$ cat config.mk
export PLATFORM = sky130hd
export DESIGN_NAME = ps2_mouse_packet_tracker_flat
export DESIGN_NICKNAME = d
export VERILOG_FILES = /design/src/rtl/ps2mpt_pkg.sv /design/src/rtl/ps2mpt_if.sv /design/src/rtl/ps2mpt_axis.sv /design/src/rtl/ps2_mouse_packet_tracker.sv /design/src/flat_wrapper.sv
export SDC_FILE = /design/constraint.sdc
export NUM_CORES = 1
export LEC_CHECK = 0
export BUFFER_PORTS_ARGS = -buffer_cell sky130_fd_sc_hd__buf_2
export CORE_ASPECT_RATIO = 1.1
export CORE_MARGIN = 1.5
export CORE_UTILIZATION = 43
export CTS_CLUSTER_SIZE = 12
export DETAILED_ROUTE_END_ITERATION = 7
export PLACE_DENSITY_LB_ADDON = 0.25
export RECOVER_POWER = 50
export SLEW_MARGIN = 30
export SYNTH_ARGS = -nofsm -noshare
export SYNTH_HDL_FRONTEND = slang
export SYNTH_SLANG_ARGS = --single-unit
$ cat constraint.sdc
create_clock -name i_clk -period 4.7 [get_ports i_clk]
set_input_delay 0.94 -clock i_clk [delete_from_list [all_inputs] [get_ports i_clk]]
set_output_delay 0.94 -clock i_clk [all_outputs]
set_load 0.03 [all_outputs]
$ cat src/rtl/ps2mpt_pkg.sv
// Shared constants and types for the PS/2 mouse packet tracker.
package ps2mpt_pkg;

    localparam int LIMIT_W   = 13;
    localparam int POS_W_DEF = 12;
    localparam int BTN_W     = 3;
    localparam int WHEEL_W   = 4;
    localparam int MOVE_W    = 10;
    localparam int CFG_IDX_W = 1;

    localparam logic [LIMIT_W-1:0] X_LIMIT_RST = 13'd800;
    localparam logic [LIMIT_W-1:0] Y_LIMIT_RST = 13'd480;

    localparam int X_SIGN_BIT = 4;
    localparam int Y_SIGN_BIT = 5;

    typedef logic [1:0] t_slot;
    localparam t_slot SLOT_B0   = 2'd0;
    localparam t_slot SLOT_B1   = 2'd1;
    localparam t_slot SLOT_B2   = 2'd2;
    localparam t_slot SLOT_LAST = 2'd3;

    typedef enum logic [CFG_IDX_W-1:0] {
        CFG_X_LIMIT = 1'b0,
        CFG_Y_LIMIT = 1'b1
    } t_cfg_idx;

endpackage

$ cat src/rtl/ps2mpt_if.sv
// Valid/ready channel interfaces for mouse bytes and packet results.
interface ps2mpt_byte_if;
    logic       valid;
    logic       ready;
    logic [7:0] data_byte;

    modport source (output valid, output data_byte, input ready);
    modport sink (input valid, input data_byte, output ready);
endinterface

interface ps2mpt_pkt_if #(
    parameter int POS_WIDTH = 12
);
    logic                  valid;
    logic                  ready;
    logic [POS_WIDTH-1:0]  cursor_x;
    logic [POS_WIDTH-1:0]  cursor_y;
    logic [2:0]            buttons_now;
    logic [2:0]            buttons_pressed;
    logic [2:0]            buttons_released;
    logic                  left_held;
    logic signed [3:0]     wheel_delta;

    modport source (
        output valid, output cursor_x, output cursor_y, output buttons_now,
        output buttons_pressed, output buttons_released, output left_held,
        output wheel_delta, input ready
    );
    modport sink (
        input valid, input cursor_x, input cursor_y, input buttons_now,
        input buttons_pressed, input buttons_released, input left_held,
        input wheel_delta, output ready
    );
endinterface

$ cat src/rtl/ps2mpt_axis.sv
// One cursor axis: add signed movement and clamp to 0..limit-1.
module ps2mpt_axis
    import ps2mpt_pkg::*;
#(
    parameter int POS_WIDTH = POS_W_DEF
) (
    input  logic [POS_WIDTH-1:0]     i_pos,
    input  logic signed [MOVE_W-1:0] i_rel,
    input  logic [LIMIT_W-1:0]       i_limit,
    output logic [POS_WIDTH-1:0]     o_pos
);

    localparam int SW = POS_WIDTH + 2;
    localparam logic [31:0] CAP = 32'(1) << POS_WIDTH;

    logic [31:0]          lim32;
    logic [POS_WIDTH-1:0] ub;
    logic signed [SW-1:0] sum;

    assign lim32 = 32'(i_limit);

    always_comb begin
        if (i_limit == '0) begin
            ub = '0;
        end else if (lim32 > CAP) begin
            ub = '1;
        end else begin
            ub = POS_WIDTH'(lim32 - 32'd1);
        end
    end

    assign sum = $signed({2'b00, i_pos}) + SW'(i_rel);

    always_comb begin
        if (i_rel == '0) begin
            o_pos = i_pos;
        end else if (sum[SW-1]) begin
            o_pos = '0;
        end else if (sum[SW-2:0] > {1'b0, ub}) begin
            o_pos = ub;
        end else begin
            o_pos = sum[POS_WIDTH-1:0];
        end
    end

endmodule

$ cat src/rtl/ps2_mouse_packet_tracker.sv
// PS/2 wheel-mouse packet tracker top level.
// The result of a packet is registered and valid in the cycle after its fourth byte is taken.
// Throughput: one byte per cycle; a result that waits on the output stalls every byte.
// The single output register sets the rate: it refills in the cycle it is drained.
// Reset (synchronous, active low): limits 800/480, cursor at half of them, framing at byte 0.
module ps2_mouse_packet_tracker
    import ps2mpt_pkg::*;
#(
    parameter int POS_WIDTH = POS_W_DEF
) (
    input  logic                 i_clk,
    input  logic                 i_rst_n,
    input  logic                 i_cfg_we,
    input  logic [CFG_IDX_W-1:0] i_cfg_idx,
    input  logic [LIMIT_W-1:0]   i_cfg_data,
    ps2mpt_byte_if.sink          i_byte_if,
    ps2mpt_pkt_if.source         o_pkt_if
);

    localparam logic [POS_WIDTH-1:0] X_POS_RST = POS_WIDTH'(X_LIMIT_RST / 2);
    localparam logic [POS_WIDTH-1:0] Y_POS_RST = POS_WIDTH'(Y_LIMIT_RST / 2);

    logic [LIMIT_W-1:0]   r_x_limit, r_y_limit;
    t_slot                r_slot;
    logic [7:0]           r_b0, r_b1, r_b2;
    logic [BTN_W-1:0]     r_last_btn;
    logic [POS_WIDTH-1:0] r_pos_x, r_pos_y;
    logic                 r_left;
    logic                 r_ovalid;

    logic [POS_WIDTH-1:0] r_cx, r_cy;
    logic [BTN_W-1:0]     r_now, r_down, r_up;
    logic                 r_lheld;
    logic [WHEEL_W-1:0]   r_wheel;

    logic                 accept, last_byte;
    logic [BTN_W-1:0]     btn, down, up;
    logic signed [MOVE_W-1:0] relx, rely;
    logic [POS_WIDTH-1:0] n_pos_x, n_pos_y;
    logic                 n_left;

    assign i_byte_if.ready = !r_ovalid || o_pkt_if.ready;
    assign accept    = i_byte_if.valid && i_byte_if.ready;
    assign last_byte = (r_slot == SLOT_LAST);

    assign btn  = r_b0[BTN_W-1:0];
    assign down = (btn ^ r_last_btn) & btn;
    assign up   = (btn ^ r_last_btn) & r_last_btn;
    assign relx = $signed({r_b0[X_SIGN_BIT], r_b0[X_SIGN_BIT], r_b1});
    assign rely = -$signed({r_b0[Y_SIGN_BIT], r_b0[Y_SIGN_BIT], r_b2});

    always_comb begin
        n_left = r_left;
        if (down[0]) begin
            n_left = 1'b1;
        end
        if (up[0]) begin
            n_left = 1'b0;
        end
    end

    ps2mpt_axis #(.POS_WIDTH(POS_WIDTH)) u_axis_x (
        .i_pos   (r_pos_x),
        .i_rel   (relx),
        .i_limit (r_x_limit),
        .o_pos   (n_pos_x)
    );

    ps2mpt_axis #(.POS_WIDTH(POS_WIDTH)) u_axis_y (
        .i_pos   (r_pos_y),
        .i_rel   (rely),
        .i_limit (r_y_limit),
        .o_pos   (n_pos_y)
    );

    always_ff @(posedge i_clk) begin
        if (!i_rst_n) begin
            r_x_limit <= X_LIMIT_RST;
            r_y_limit <= Y_LIMIT_RST;
        end else if (i_cfg_we) begin
            case (i_cfg_idx)
                CFG_X_LIMIT: r_x_limit <= i_cfg_data;
                CFG_Y_LIMIT: r_y_limit <= i_cfg_data;
                default: ;
            endcase
        end
    end

    always_ff @(posedge i_clk) begin
        if (!i_rst_n) begin
            r_slot     <= SLOT_B0;
            r_b0       <= '0;
            r_b1       <= '0;
            r_b2       <= '0;
            r_last_btn <= '0;
            r_pos_x    <= X_POS_RST;
            r_pos_y    <= Y_POS_RST;
            r_left     <= 1'b0;
        end else if (accept) begin
            r_slot <= r_slot + 2'd1;
            case (r_slot)
                SLOT_B0: r_b0 <= i_byte_if.data_byte;
                SLOT_B1: r_b1 <= i_byte_if.data_byte;
                SLOT_B2: r_b2 <= i_byte_if.data_byte;
                SLOT_LAST: begin
                    r_last_btn <= btn;
                    r_pos_x    <= n_pos_x;
                    r_pos_y    <= n_pos_y;
                    r_left     <= n_left;
                end
                default: ;
            endcase
        end
    end

    always_ff @(posedge i_clk) begin
        if (!i_rst_n) begin
            r_ovalid <= 1'b0;
        end else if (accept && last_byte) begin
            r_ovalid <= 1'b1;
        end else if (o_pkt_if.ready) begin
            r_ovalid <= 1'b0;
        end
    end

    always_ff @(posedge i_clk) begin
        if (accept && last_byte) begin
            r_cx    <= n_pos_x;
            r_cy    <= n_pos_y;
            r_now   <= btn;
            r_down  <= down;
            r_up    <= up;
            r_lheld <= n_left;
            r_wheel <= i_byte_if.data_byte[WHEEL_W-1:0];
        end
    end

    assign o_pkt_if.valid            = r_ovalid;
    assign o_pkt_if.cursor_x         = r_cx;
    assign o_pkt_if.cursor_y         = r_cy;
    assign o_pkt_if.buttons_now      = r_now;
    assign o_pkt_if.buttons_pressed  = r_down;
    assign o_pkt_if.buttons_released = r_up;
    assign o_pkt_if.left_held        = r_lheld;
    assign o_pkt_if.wheel_delta      = $signed(r_wheel);

endmodule

$ cat src/flat_wrapper.sv
// flat-port wrapper written by rule: the top's interface ports become plain ports
module ps2_mouse_packet_tracker_flat import ps2mpt_pkg::*;
#(
    parameter int POS_WIDTH = POS_W_DEF
)
  (i_clk, i_rst_n, i_cfg_we, i_cfg_idx, i_cfg_data, i_byte_if_valid, i_byte_if_data_byte, i_byte_if_ready, o_pkt_if_valid, o_pkt_if_cursor_x, o_pkt_if_cursor_y, o_pkt_if_buttons_now, o_pkt_if_buttons_pressed, o_pkt_if_buttons_released, o_pkt_if_left_held, o_pkt_if_wheel_delta, o_pkt_if_ready);
  ps2mpt_byte_if i_byte_if_i ();
  ps2mpt_pkt_if #(.POS_WIDTH(POS_WIDTH)) o_pkt_if_i ();
  input  logic i_clk;
  input  logic i_rst_n;
  input  logic i_cfg_we;
  input  logic [CFG_IDX_W-1:0] i_cfg_idx;
  input  logic [LIMIT_W-1:0] i_cfg_data;
  input wire logic [$bits(i_byte_if_i.valid)-1:0] i_byte_if_valid;
  input wire logic [$bits(i_byte_if_i.data_byte)-1:0] i_byte_if_data_byte;
  output wire logic [$bits(i_byte_if_i.ready)-1:0] i_byte_if_ready;
  output wire logic [$bits(o_pkt_if_i.valid)-1:0] o_pkt_if_valid;
  output wire logic [$bits(o_pkt_if_i.cursor_x)-1:0] o_pkt_if_cursor_x;
  output wire logic [$bits(o_pkt_if_i.cursor_y)-1:0] o_pkt_if_cursor_y;
  output wire logic [$bits(o_pkt_if_i.buttons_now)-1:0] o_pkt_if_buttons_now;
  output wire logic [$bits(o_pkt_if_i.buttons_pressed)-1:0] o_pkt_if_buttons_pressed;
  output wire logic [$bits(o_pkt_if_i.buttons_released)-1:0] o_pkt_if_buttons_released;
  output wire logic [$bits(o_pkt_if_i.left_held)-1:0] o_pkt_if_left_held;
  output wire logic [$bits(o_pkt_if_i.wheel_delta)-1:0] o_pkt_if_wheel_delta;
  input wire logic [$bits(o_pkt_if_i.ready)-1:0] o_pkt_if_ready;
  assign i_byte_if_i.valid = i_byte_if_valid;
  assign i_byte_if_i.data_byte = i_byte_if_data_byte;
  assign i_byte_if_ready = i_byte_if_i.ready;
  assign o_pkt_if_valid = o_pkt_if_i.valid;
  assign o_pkt_if_cursor_x = o_pkt_if_i.cursor_x;
  assign o_pkt_if_cursor_y = o_pkt_if_i.cursor_y;
  assign o_pkt_if_buttons_now = o_pkt_if_i.buttons_now;
  assign o_pkt_if_buttons_pressed = o_pkt_if_i.buttons_pressed;
  assign o_pkt_if_buttons_released = o_pkt_if_i.buttons_released;
  assign o_pkt_if_left_held = o_pkt_if_i.left_held;
  assign o_pkt_if_wheel_delta = o_pkt_if_i.wheel_delta;
  assign o_pkt_if_i.ready = o_pkt_if_ready;
  ps2_mouse_packet_tracker #(.POS_WIDTH(POS_WIDTH)) u_core (.i_clk(i_clk), .i_rst_n(i_rst_n), .i_cfg_we(i_cfg_we), .i_cfg_idx(i_cfg_idx), .i_cfg_data(i_cfg_data), .i_byte_if(i_byte_if_i), .o_pkt_if(o_pkt_if_i));
endmodule
; ---- After elaboration in Yosys (flattened, before gate mapping)
; Index checks and enable logic that the tools add are counted.
[totals]
regBits = 117
input_bits = 27
word_cells = 65
[op_classes]
add_sub_neg = 6
magnitude_cmp = 4
eq_ne = 3
n_mux = 14
bitwise = 4
reduce_logical = 16
[op_table]
columns = op, count
row1 = 12-bit 2-to-1 mux, 10
row2 = 13-bit by 12-bit > comparator with 1-bit output, 2
row3 = 13-bit > comparator (second input constant), 2
row4 = 13-bit logical NOT, 2
row5 = 12-bit by 1-bit subtractor with 12-bit output (second input constant), 2
row6 = 10-bit logical NOT, 2
row7 = 13-bit by 10-bit adder with 14-bit output, 1
row8 = 13-bit by 9-bit adder with 14-bit output, 1
row9 = 2-bit AND reduction, 6
row10 = 9-bit negation with 10-bit output, 1
row11 = 3-bit AND, 2
row12 = 2-bit equality test (second input constant), 2
row13 = 1-bit 2-to-1 mux, 4
row14 = 3-bit bitwise XOR, 1
row15 = 2-bit by 1-bit adder with 2-bit output (second input constant), 1
row16 = 2-bit by 1-bit equality test with 1-bit output (second input constant), 1
row17 = 1-bit logical AND, 2
row18 = 2-bit logical NOT, 1
row19 = 2-bit nonzero test, 1
row20 = 1-bit logical NOT, 1
row21 = 1-bit logical OR, 1
row22 = 1-bit inverter, 1

; ---- Logic depth before layout (Yosys ltp)
; Gate-level depths: netlist (run 1).
[depth]
ltp_word = 7
depth_mapped = 21

; ---- By module
; Synthesis (run 1) repeated with hierarchy kept, for this count alone.
[hier_totals]
cells_unflattened = 846
hier_area_um2 = 7245.7
[by_module_without_submodules]
columns = mod, n_inst, cells_each, area_per_inst_um2
row1 = ps2_mouse_packet_tracker, 1, 408, 4267.8
row2 = ps2mpt_axis, 2, 219, 1488.9

; ---- Worst setup path before layout (run 1)
; OpenSTA, ideal clock, no wires.
[synth_timing]
path_type = flip-flop to flip-flop
startpoint = register u_core.r_pos_x[0]
endpoint = register u_core.r_cx[9], in the netlist u_core.o_pkt_if.cursor_x[9] (data pin)
setup_time_ns = 0.256
arrival_time_ns = 3.956
setup_slack_ns = 0.488
stages_incl_launch_ff = 19
synth_period_minus_slack_ns = 4.212
path_cell_list = dfxtp_1 -> ha_1 -> inv_1 -> fa_1 -> nor2b_4 -> o31a_1 -> o2111a_1 -> a2111oi_0 -> xnor2_1 -> ha_1 -> and3_1 -> nor2b_1 -> nor4_1 -> a211oi_1 -> and4b_1 -> buf_4 -> nor2_4 -> mux2_4 -> a22o_1
[synth_via]
elab_chain_cells = 5
[synth_lines]
columns = item, line_no
row1 = "start, declared", ps2_mouse_packet_tracker.sv:27  ; logic [POS_WIDTH-1:0] r_pos_x, r_pos_y;
row2 = "start signal, assigned", ps2_mouse_packet_tracker.sv:107  ; r_pos_x <= n_pos_x;
row3 = 13-bit by 9-bit adder with 14-bit output (*), ps2mpt_axis.sv:32  ; assign sum = $signed({2'b00, i_pos}) + SW'(i_rel);
row4 = 13-bit by 12-bit > comparator with 1-bit output, ps2mpt_axis.sv:39  ; end else if (sum[SW-2:0] > {1'b0, ub}) begin
row5 = 12-bit 2-to-1 mux, ps2mpt_axis.sv:39
row6 = 12-bit 2-to-1 mux (*), ps2mpt_axis.sv:37  ; end else if (sum[SW-1]) begin
row7 = 12-bit 2-to-1 mux (*), ps2mpt_axis.sv:35  ; if (i_rel == '0) begin
row8 = via u_core.n_pos_x[9], ps2_mouse_packet_tracker.sv:39  ; logic [POS_WIDTH-1:0] n_pos_x, n_pos_y;
row9 = "end signal, assigned", ps2_mouse_packet_tracker.sv:128  ; r_cx <= n_pos_x;
row10 = "end, declared", ps2_mouse_packet_tracker.sv:31  ; logic [POS_WIDTH-1:0] r_cx, r_cy;
; Mark *: on every way through the listed nets, which the timed path passes. The rest lies on a longest branch.
; A chain may end at the register's enable or synchronous reset.

; ---- Worst setup path in the final report (run 1)
[layout_timing]
startpoint = register u_core.r_pos_x[6]
endpoint = register u_core.r_cx[9], in the netlist u_core.o_pkt_if.cursor_x[9] (data pin)
; Same word-level chain as after synthesis.

==> results of run 1 <==
==> worst max path at each step <==
stage                      start                     endpoint  slack [ns]  cells past startpoint
6_report       u_core.r_pos_x[6]  u_core.o_pkt_if.cursor_x[9]        0.28                     17
5_1_grt        u_core.r_pos_x[6]  u_core.o_pkt_if.cursor_x[9]       -0.03                     17
4_1_cts           u_core.r_b1[0]  u_core.o_pkt_if.cursor_x[1]        0.13                     17
3_5_place_dp      u_core.r_b1[0]  u_core.o_pkt_if.cursor_x[1]        0.14                     17
3_3_place_gp   u_core.r_pos_x[0]  u_core.o_pkt_if.cursor_x[1]        0.25                     17
2_1_floorplan  u_core.r_pos_x[0]  u_core.o_pkt_if.cursor_x[9]        0.49                     18
==> logic make-up after synthesis <==
family                     share of synthesized area
adders and majority gates                      0.119
buffers and inverters                         0.0446
DFF                                            0.366
AOI/OAI and AO/OA                              0.200
xor gates and xnor gates                      0.0475
and+or+nand+nor                                0.195
muxes                                         0.0280
==> state kept, by name, indices dropped and copies added (netlist names) <==
signal / cells
u_core.r_slot: 2
u_core.o_pkt_if.valid: 1
u_core.r_pos_x: 12
u_core.r_last_btn: 3
u_core.o_pkt_if.cursor_y: 12
u_core.r_b0: 5
u_core.r_pos_y: 12
u_core.o_pkt_if.left_held: 1
u_core.r_x_limit: 13
u_core.o_pkt_if.cursor_x: 12
u_core.o_pkt_if.wheel_delta: 4
u_core.r_left: 1
u_core.r_b1: 8
u_core.o_pkt_if.buttons_now: 3
u_core.r_y_limit: 13
u_core.r_b2: 8
u_core.o_pkt_if.buttons_pressed: 3
u_core.o_pkt_if.buttons_released: 3
==> cells in the mapped netlist (7+ instances only) <==
cell | count | area share
sky130_fd_sc_hd__nor2b_1 | 13 | 0.011
sky130_fd_sc_hd__and2_1 | 8 | 0.0068
sky130_fd_sc_hd__ha_1 | 62 | 0.11
sky130_fd_sc_hd__a21o_1 | 10 | 0.010
sky130_fd_sc_hd__edfxtp_1 | 38 | 0.15
sky130_fd_sc_hd__dfxtp_1 | 78 | 0.21
sky130_fd_sc_hd__xor2_1 | 9 | 0.011
sky130_fd_sc_hd__mux2i_1 | 12 | 0.016
sky130_fd_sc_hd__a21boi_0 | 45 | 0.046
sky130_fd_sc_hd__a22o_1 | 14 | 0.017
sky130_fd_sc_hd__o21ai_1 | 9 | 0.0061
sky130_fd_sc_hd__nor4_1 | 15 | 0.013
sky130_fd_sc_hd__nor3_1 | 14 | 0.0095
sky130_fd_sc_hd__inv_1 | 49 | 0.025
sky130_fd_sc_hd__a21oi_1 | 32 | 0.022
sky130_fd_sc_hd__clkbuf_1 | 24 | 0.012
sky130_fd_sc_hd__nand2_1 | 143 | 0.073
sky130_fd_sc_hd__xnor2_1 | 31 | 0.037
sky130_fd_sc_hd__nor2_1 | 37 | 0.019
sky130_fd_sc_hd__nand3_1 | 37 | 0.025
sky130_fd_sc_hd__nand2b_1 | 9 | 0.0076
sky130_fd_sc_hd__or3_1 | 7 | 0.0059
sky130_fd_sc_hd__o21ai_0 | 61 | 0.041
sky130_fd_sc_hd__o21a_1 | 11 | 0.011
==> per-layer routing <==
layer | vias to the layer above | track usage
met5 | - | 0
met4 | 0 | 0.0627
met3 | 26 | 0.0500
met2 | 128 | 0.326
met1 | 2850 | 0.266
li1 | 3179 | -
==> area by class of cell <==
cell class              instances  area [um^2]
fillers                      1644         8370
multi-input cells             656         4380
flip-flops and latches        116         2700
clock buffers                  19          433
repair buffers                 84          427
well taps                     208          260
inverters                      50          188
clock inverters                13          134
==> tightest hold or removal path, stage by stage (launching register included) <==
cell and delay [ns]:
sky130_fd_sc_hd__dfxtp_1 0.31, sky130_fd_sc_hd__nand2_1 0.05, sky130_fd_sc_hd__a21boi_0 0.06
==> timing repair <==
item / 4_1_cts / 5_1_grt
setup buffers: 0 / 1
hold buffers: 0 / 0
endpoints found under the setup margin: 0 / 21
resized for setup: 0 / 8
==> power by group <==
part	switching, mW	total [mW]	internal, mW	leakage (nW)
sequential	0.0310	1.10	1.07	1.01
clock	0.471	1.25	0.776	0.273
combinational	0.453	0.777	0.324	2.21
total	0.955	3.13	2.17	3.49
==> out/metrics.cfg, run 1 <==
[grt]
grt.total_usage=0.202
grt_antenna_before_repair=0
grt_first_pass_wirelength_mm=28.7
grt-ovfl-total=0
first_global_vias=5809
grt_start_max_net_pins=55

[routing]
drt-initial-drc-count=335
wl_met3_um=748
top_layer=met4
drt_drc_violations_left=0
detail_route.first_pass.iterations=5
avgViaCountPerCell=5.40
antenna_violating_nets_post_route=0
wirelength_met1_mm=8.30
dr_total_vias=6183
route.met2.wl_mm=8.36
routed_wirelength_mm=17.8
route.detailed.wl_per_inst_um=15.5

[worst_setup_path]
worstSetupStartpointType=flop
path_cells=ha_1 -> a2111oi_1 -> o21ai_1 -> and3_1 -> o41a_1 -> a21oi_1 -> xnor2_1 -> inv_1 -> ha_1 -> a211oi_1 -> nand2_1 -> nor4_1 -> a211oi_2 -> and4b_4 -> nor2_4 -> mux2_4 -> a22o_1
max_stage_delay_ns=0.44
crit_arrival_ns=4.59
worstSetupPathType=reg2reg
critical-path-top-delay-family=compound AO/OA/AOI/OAI gates
setup.reg_to_reg.worst_slack_ns=0.28
cp_num_buf_inv=1
crit_fanout=11
slowest_stage=sky130_fd_sc_hd__and4b_4
rr_startpoint=u_core.r_pos_x[6]
regToRegEndpoint=u_core.o_pkt_if.cursor_x[9]
path_common_cell=sky130_fd_sc_hd__ha_1
crit_path_end_kind=flop
required_ns=4.87
worst_r2r_path_depth=17

[final_layout]
final_cell_area_mm2=0.00852
finalCoreUtilization=0.504
post_route_insts_no_fill=1146
layout.cells.most_common_list=143 x sky130_fd_sc_hd__nand2_1, 78 x sky130_fd_sc_hd__dfxtp_1, 62 x sky130_fd_sc_hd__ha_1
post_route_cells_drive_above_1_share=0.104
final_common_cell=sky130_fd_sc_hd__nand2_1
diodes_inserted=0
area.growth.synth_to_final_pct=15.5
fin_nets=1016

[clock_network]
clock_tree.root_cell=sky130_fd_sc_hd__clkbuf_16
cts_buffer_depth=2
clk_latency_ns=0.42
cts_htree_levels=4
clock_tree_from_tritoncts=built
tritoncts.num_buffers=17
clock-sinks=116
clkSlewWorstSetupHoldPaths_ns=0.06

[logic_synthesis]
ys_types=66
ys_async_rst_share=0
syn-cell-area_mm2=0.00737
synth_sequential_area_ratio=0.366
edff_count_synth=38
ys.flop_type=sky130_fd_sc_hd__dfxtp_1
ys_ff_latch=116
syn-num-nets=947
yosys_warnings=0
synth_area_per_cell_um2=8.62
postSynthCellCount=856

[power_and_ir_drop]
max-vdd-ir-drop_mv=0.242
static-leakage-power_nw=3.49
cellPowerDensity_mw_per_mm2=367
power.total_mw=3.13

[hold_path]
hold_path.startpoint=u_core.r_left
min-delay-path-class=reg2reg
hold_path_depth=2
min_delay_worst_endpoint=u_core.r_left

[timing]
timing_max_transition_violations_final=55
number_of_setup_violations_in_the_final_report=0
hold_ws_ns=0.474
min_period_over_period=0.940
clock-skew-final_ns=0.00892
fin_ws_ns=0.282
setup_tns_ns=0
fmaxAchievable_ghz=0.226
hold_viol=0
slew_headroom=-0.265
period_minus_slack_ns=4.42
slew_at_the_pin_with_the_worst_max_slew_slack_ns=1.90

[die]
chipHeight_um=140
die_w_um=128
rows=50
num_io_pins=67
start_util=0.437
placeableCoreArea_mm2=0.0169
die_area_mm2=0.0179

[run]
drv_cap=1

[placed_design]
cell_count_after_placement=1113
preCtsSetupSlack_ns=0.140
port_buffers=66
finalWeightedCongestion=0.924
place_hpwl_mm=13.6
postPlaceCellArea_mm2=0.00797

[status]
result_of_the_run=complete, but fails checks
failing_checks=capacitance limit, slew limit

No activity file was read; power rests on OpenSTA's default activity.
==> inputs of run 2 (changes only) <==
==> constraint.sdc (replaced) <==
create_clock -name i_clk -period 4.7 [get_ports i_clk]
set_input_delay 0.94 -clock i_clk [delete_from_list [all_inputs] [get_ports i_clk]]
set_output_delay 0.94 -clock i_clk [all_outputs]
set_load 0.1 [all_outputs]
==> run 2 against run 1 <==
Compared with the run above: the flow still finishes with violations (capacitance limit, slew limit); power up 0.41%; flip-flop and latch count unchanged; sequential power about the same; utilization about the same; via count about the same; die area unchanged; sequential share of layout area about the same; combinational power up 2%; cell count unchanged; register-to-register slack about the same; critical endpoint unchanged; largest cell class unchanged.
==> out/metrics.cfg, run 2 (same netlist as run 1, synthesis figures left out) <==
[status]
result_of_the_run=complete, but fails checks
failing_checks=capacitance limit, slew limit

[clock_network]
clk_latency_ns=0.42
clkSlewWorstSetupHoldPaths_ns=0.06
cts_buffer_depth=2
cts_htree_levels=4
clock_tree_from_tritoncts=built
tritoncts.num_buffers=17
clock-sinks=116
clock_tree.root_cell=sky130_fd_sc_hd__clkbuf_16

[routing]
avgViaCountPerCell=5.40
drt_drc_violations_left=0
routed_wirelength_mm=17.8
dr_total_vias=6184
route.detailed.wl_per_inst_um=15.5
detail_route.first_pass.iterations=5
antenna_violating_nets_post_route=0
drt-initial-drc-count=335

[final_layout]
finalCoreUtilization=0.504
post_route_cells_drive_above_1_share=0.106
final_cell_area_mm2=0.00852
largest_registers=u_core.r_x_limit (13), u_core.r_y_limit (13)
final_common_cell=sky130_fd_sc_hd__nand2_1
area.growth.synth_to_final_pct=15.5
layout.cells.most_common_list=143 x sky130_fd_sc_hd__nand2_1, 78 x sky130_fd_sc_hd__dfxtp_1, 62 x sky130_fd_sc_hd__ha_1
fin_nets=1016
post_route_insts_no_fill=1146
fillCellCount=1643
diodes_inserted=0

[run]
drv_cap=1

[die]
die_w_um=128
placeableCoreArea_mm2=0.0169
num_io_pins=67
chipHeight_um=140
rows=50
start_util=0.437
die_area_mm2=0.0179

[timing]
timing_max_transition_violations_final=55
fmaxAchievable_ghz=0.226
min_period_over_period=0.940
hold_viol=0
fin_ws_ns=0.282
slew_at_the_pin_with_the_worst_max_slew_slack_ns=1.90
slew_headroom=-0.265
period_minus_slack_ns=4.42
number_of_setup_violations_in_the_final_report=0
hold_ws_ns=0.474
setup_tns_ns=0
clock-skew-final_ns=0.00909

[power_and_ir_drop]
power.sequential.fraction=0.351
gate_power_share=0.252
max-vdd-ir-drop_mv=0.246
static-leakage-power_nw=3.49
switching_share=0.308
clock_power_share=0.397
power.total_mw=3.14
cell_internal_power_dissipation_mw=2.17
net-switching-power_mw=0.968
cellPowerDensity_mw_per_mm2=369

[grt]
grt.total_usage=0.202
grt_antenna_before_repair=0
first_global_vias=5809
grt_first_pass_wirelength_mm=28.7
grt-ovfl-total=0
grt_start_max_net_pins=55

[worst_setup_path]
crit_path_end_kind=flop
worst_r2r_path_depth=17
max_stage_delay_ns=0.44
path_cells=ha_1 -> a2111oi_1 -> o21ai_1 -> and3_1 -> o41a_1 -> a21oi_1 -> xnor2_1 -> inv_1 -> ha_1 -> a211oi_1 -> nand2_1 -> nor4_1 -> a211oi_2 -> and4b_4 -> nor2_4 -> mux2_4 -> a22o_1
setup.reg_to_reg.worst_slack_ns=0.28
critical-path-top-delay-family=compound AO/OA/AOI/OAI gates
worstSetupPathType=reg2reg
regToRegEndpoint=u_core.o_pkt_if.cursor_x[9]
worstSetupStartpointType=flop
crit_arrival_ns=4.59
required_ns=4.87
cp_num_buf_inv=1
launch_point_of_the_critical_path=u_core.r_pos_x[6]
slowest_stage=sky130_fd_sc_hd__and4b_4
crit_fanout=11
rr_startpoint=u_core.r_pos_x[6]
path_common_cell=sky130_fd_sc_hd__ha_1

[hold_path]
hold_path.startpoint=u_core.r_left
min_delay_worst_endpoint=u_core.r_left
min-delay-path-class=reg2reg
hold_path_depth=2

[placed_design]
place_hpwl_mm=13.6
cell_count_after_placement=1113
port_buffers=66
preCtsSetupSlack_ns=0.140
postPlaceCellArea_mm2=0.00797
finalWeightedCongestion=0.924

run 2: cell count changes in the layout (fill, tap and decap cells not counted):
cell and change:
sky130_fd_sc_hd__clkbuf_1 -1, sky130_fd_sc_hd__buf_2 +1
run 2: final cells by class:
class	instances	area, um^2	area share
Clock inverter	13	134	0.0157
Timing Repair Buffer	84	428	0.0502
Sequential cell	116	2700	0.317
Inverter	50	188	0.0220
Tap cell	208	260	0.0305
Clock buffer	19	433	0.0508
Multi-Input combinational cell	656	4380	0.514
run 2: routing by layer:
layer | global-route usage | routed length (um)
met5 | 0 | 0
met2 | 0.326 | 8360
met4 | 0.0627 | 354
met1 | 0.266 | 8300
met3 | 0.0500 | 747
run 2: worst max-delay path by stage:
stage / endpoint / slack, ns / depth (start not counted)
floorplan: u_core.r_pos_y[10] / 0.07 / 9
finish: u_core.o_pkt_if.cursor_x[9] / 0.28 / 17
detailed placement: u_core.o_pkt_if.cursor_x[1] / 0.14 / 17
global placement: u_core.o_pkt_if.cursor_x[1] / 0.25 / 17
CTS: u_core.o_pkt_if.cursor_x[1] / 0.13 / 17
global route: u_core.o_pkt_if.cursor_x[9] / -0.03 / 17
run 2: worst min-delay path: stages (launching register included):
cell	delay (ns)
sky130_fd_sc_hd__dfxtp_1	0.31
sky130_fd_sc_hd__nand2_1	0.05
sky130_fd_sc_hd__a21boi_0	0.06
run 2: what timing repair did:
| item | 4_1_cts | 5_1_grt |
|---|---|---|
| setup buffers | 0 | 1 |
| endpoints found under the setup margin | 0 | 21 |
| gates resized for setup | 0 | 8 |
| hold buffers | 0 | 0 |
run 2: power by group through the flow:
stage | Clock, mW | Sequential (mW) | Combinational (mW)
2_1_floorplan | 0 | 1.13 | 0.568
4_1_cts | 1.27 | 1.10 | 0.779
3_5_place_dp | 0 | 1.12 | 0.774
6_report | 1.25 | 1.10 | 0.790
5_1_grt | 1.32 | 1.11 | 0.876
3_3_place_gp | 0 | 1.12 | 0.770
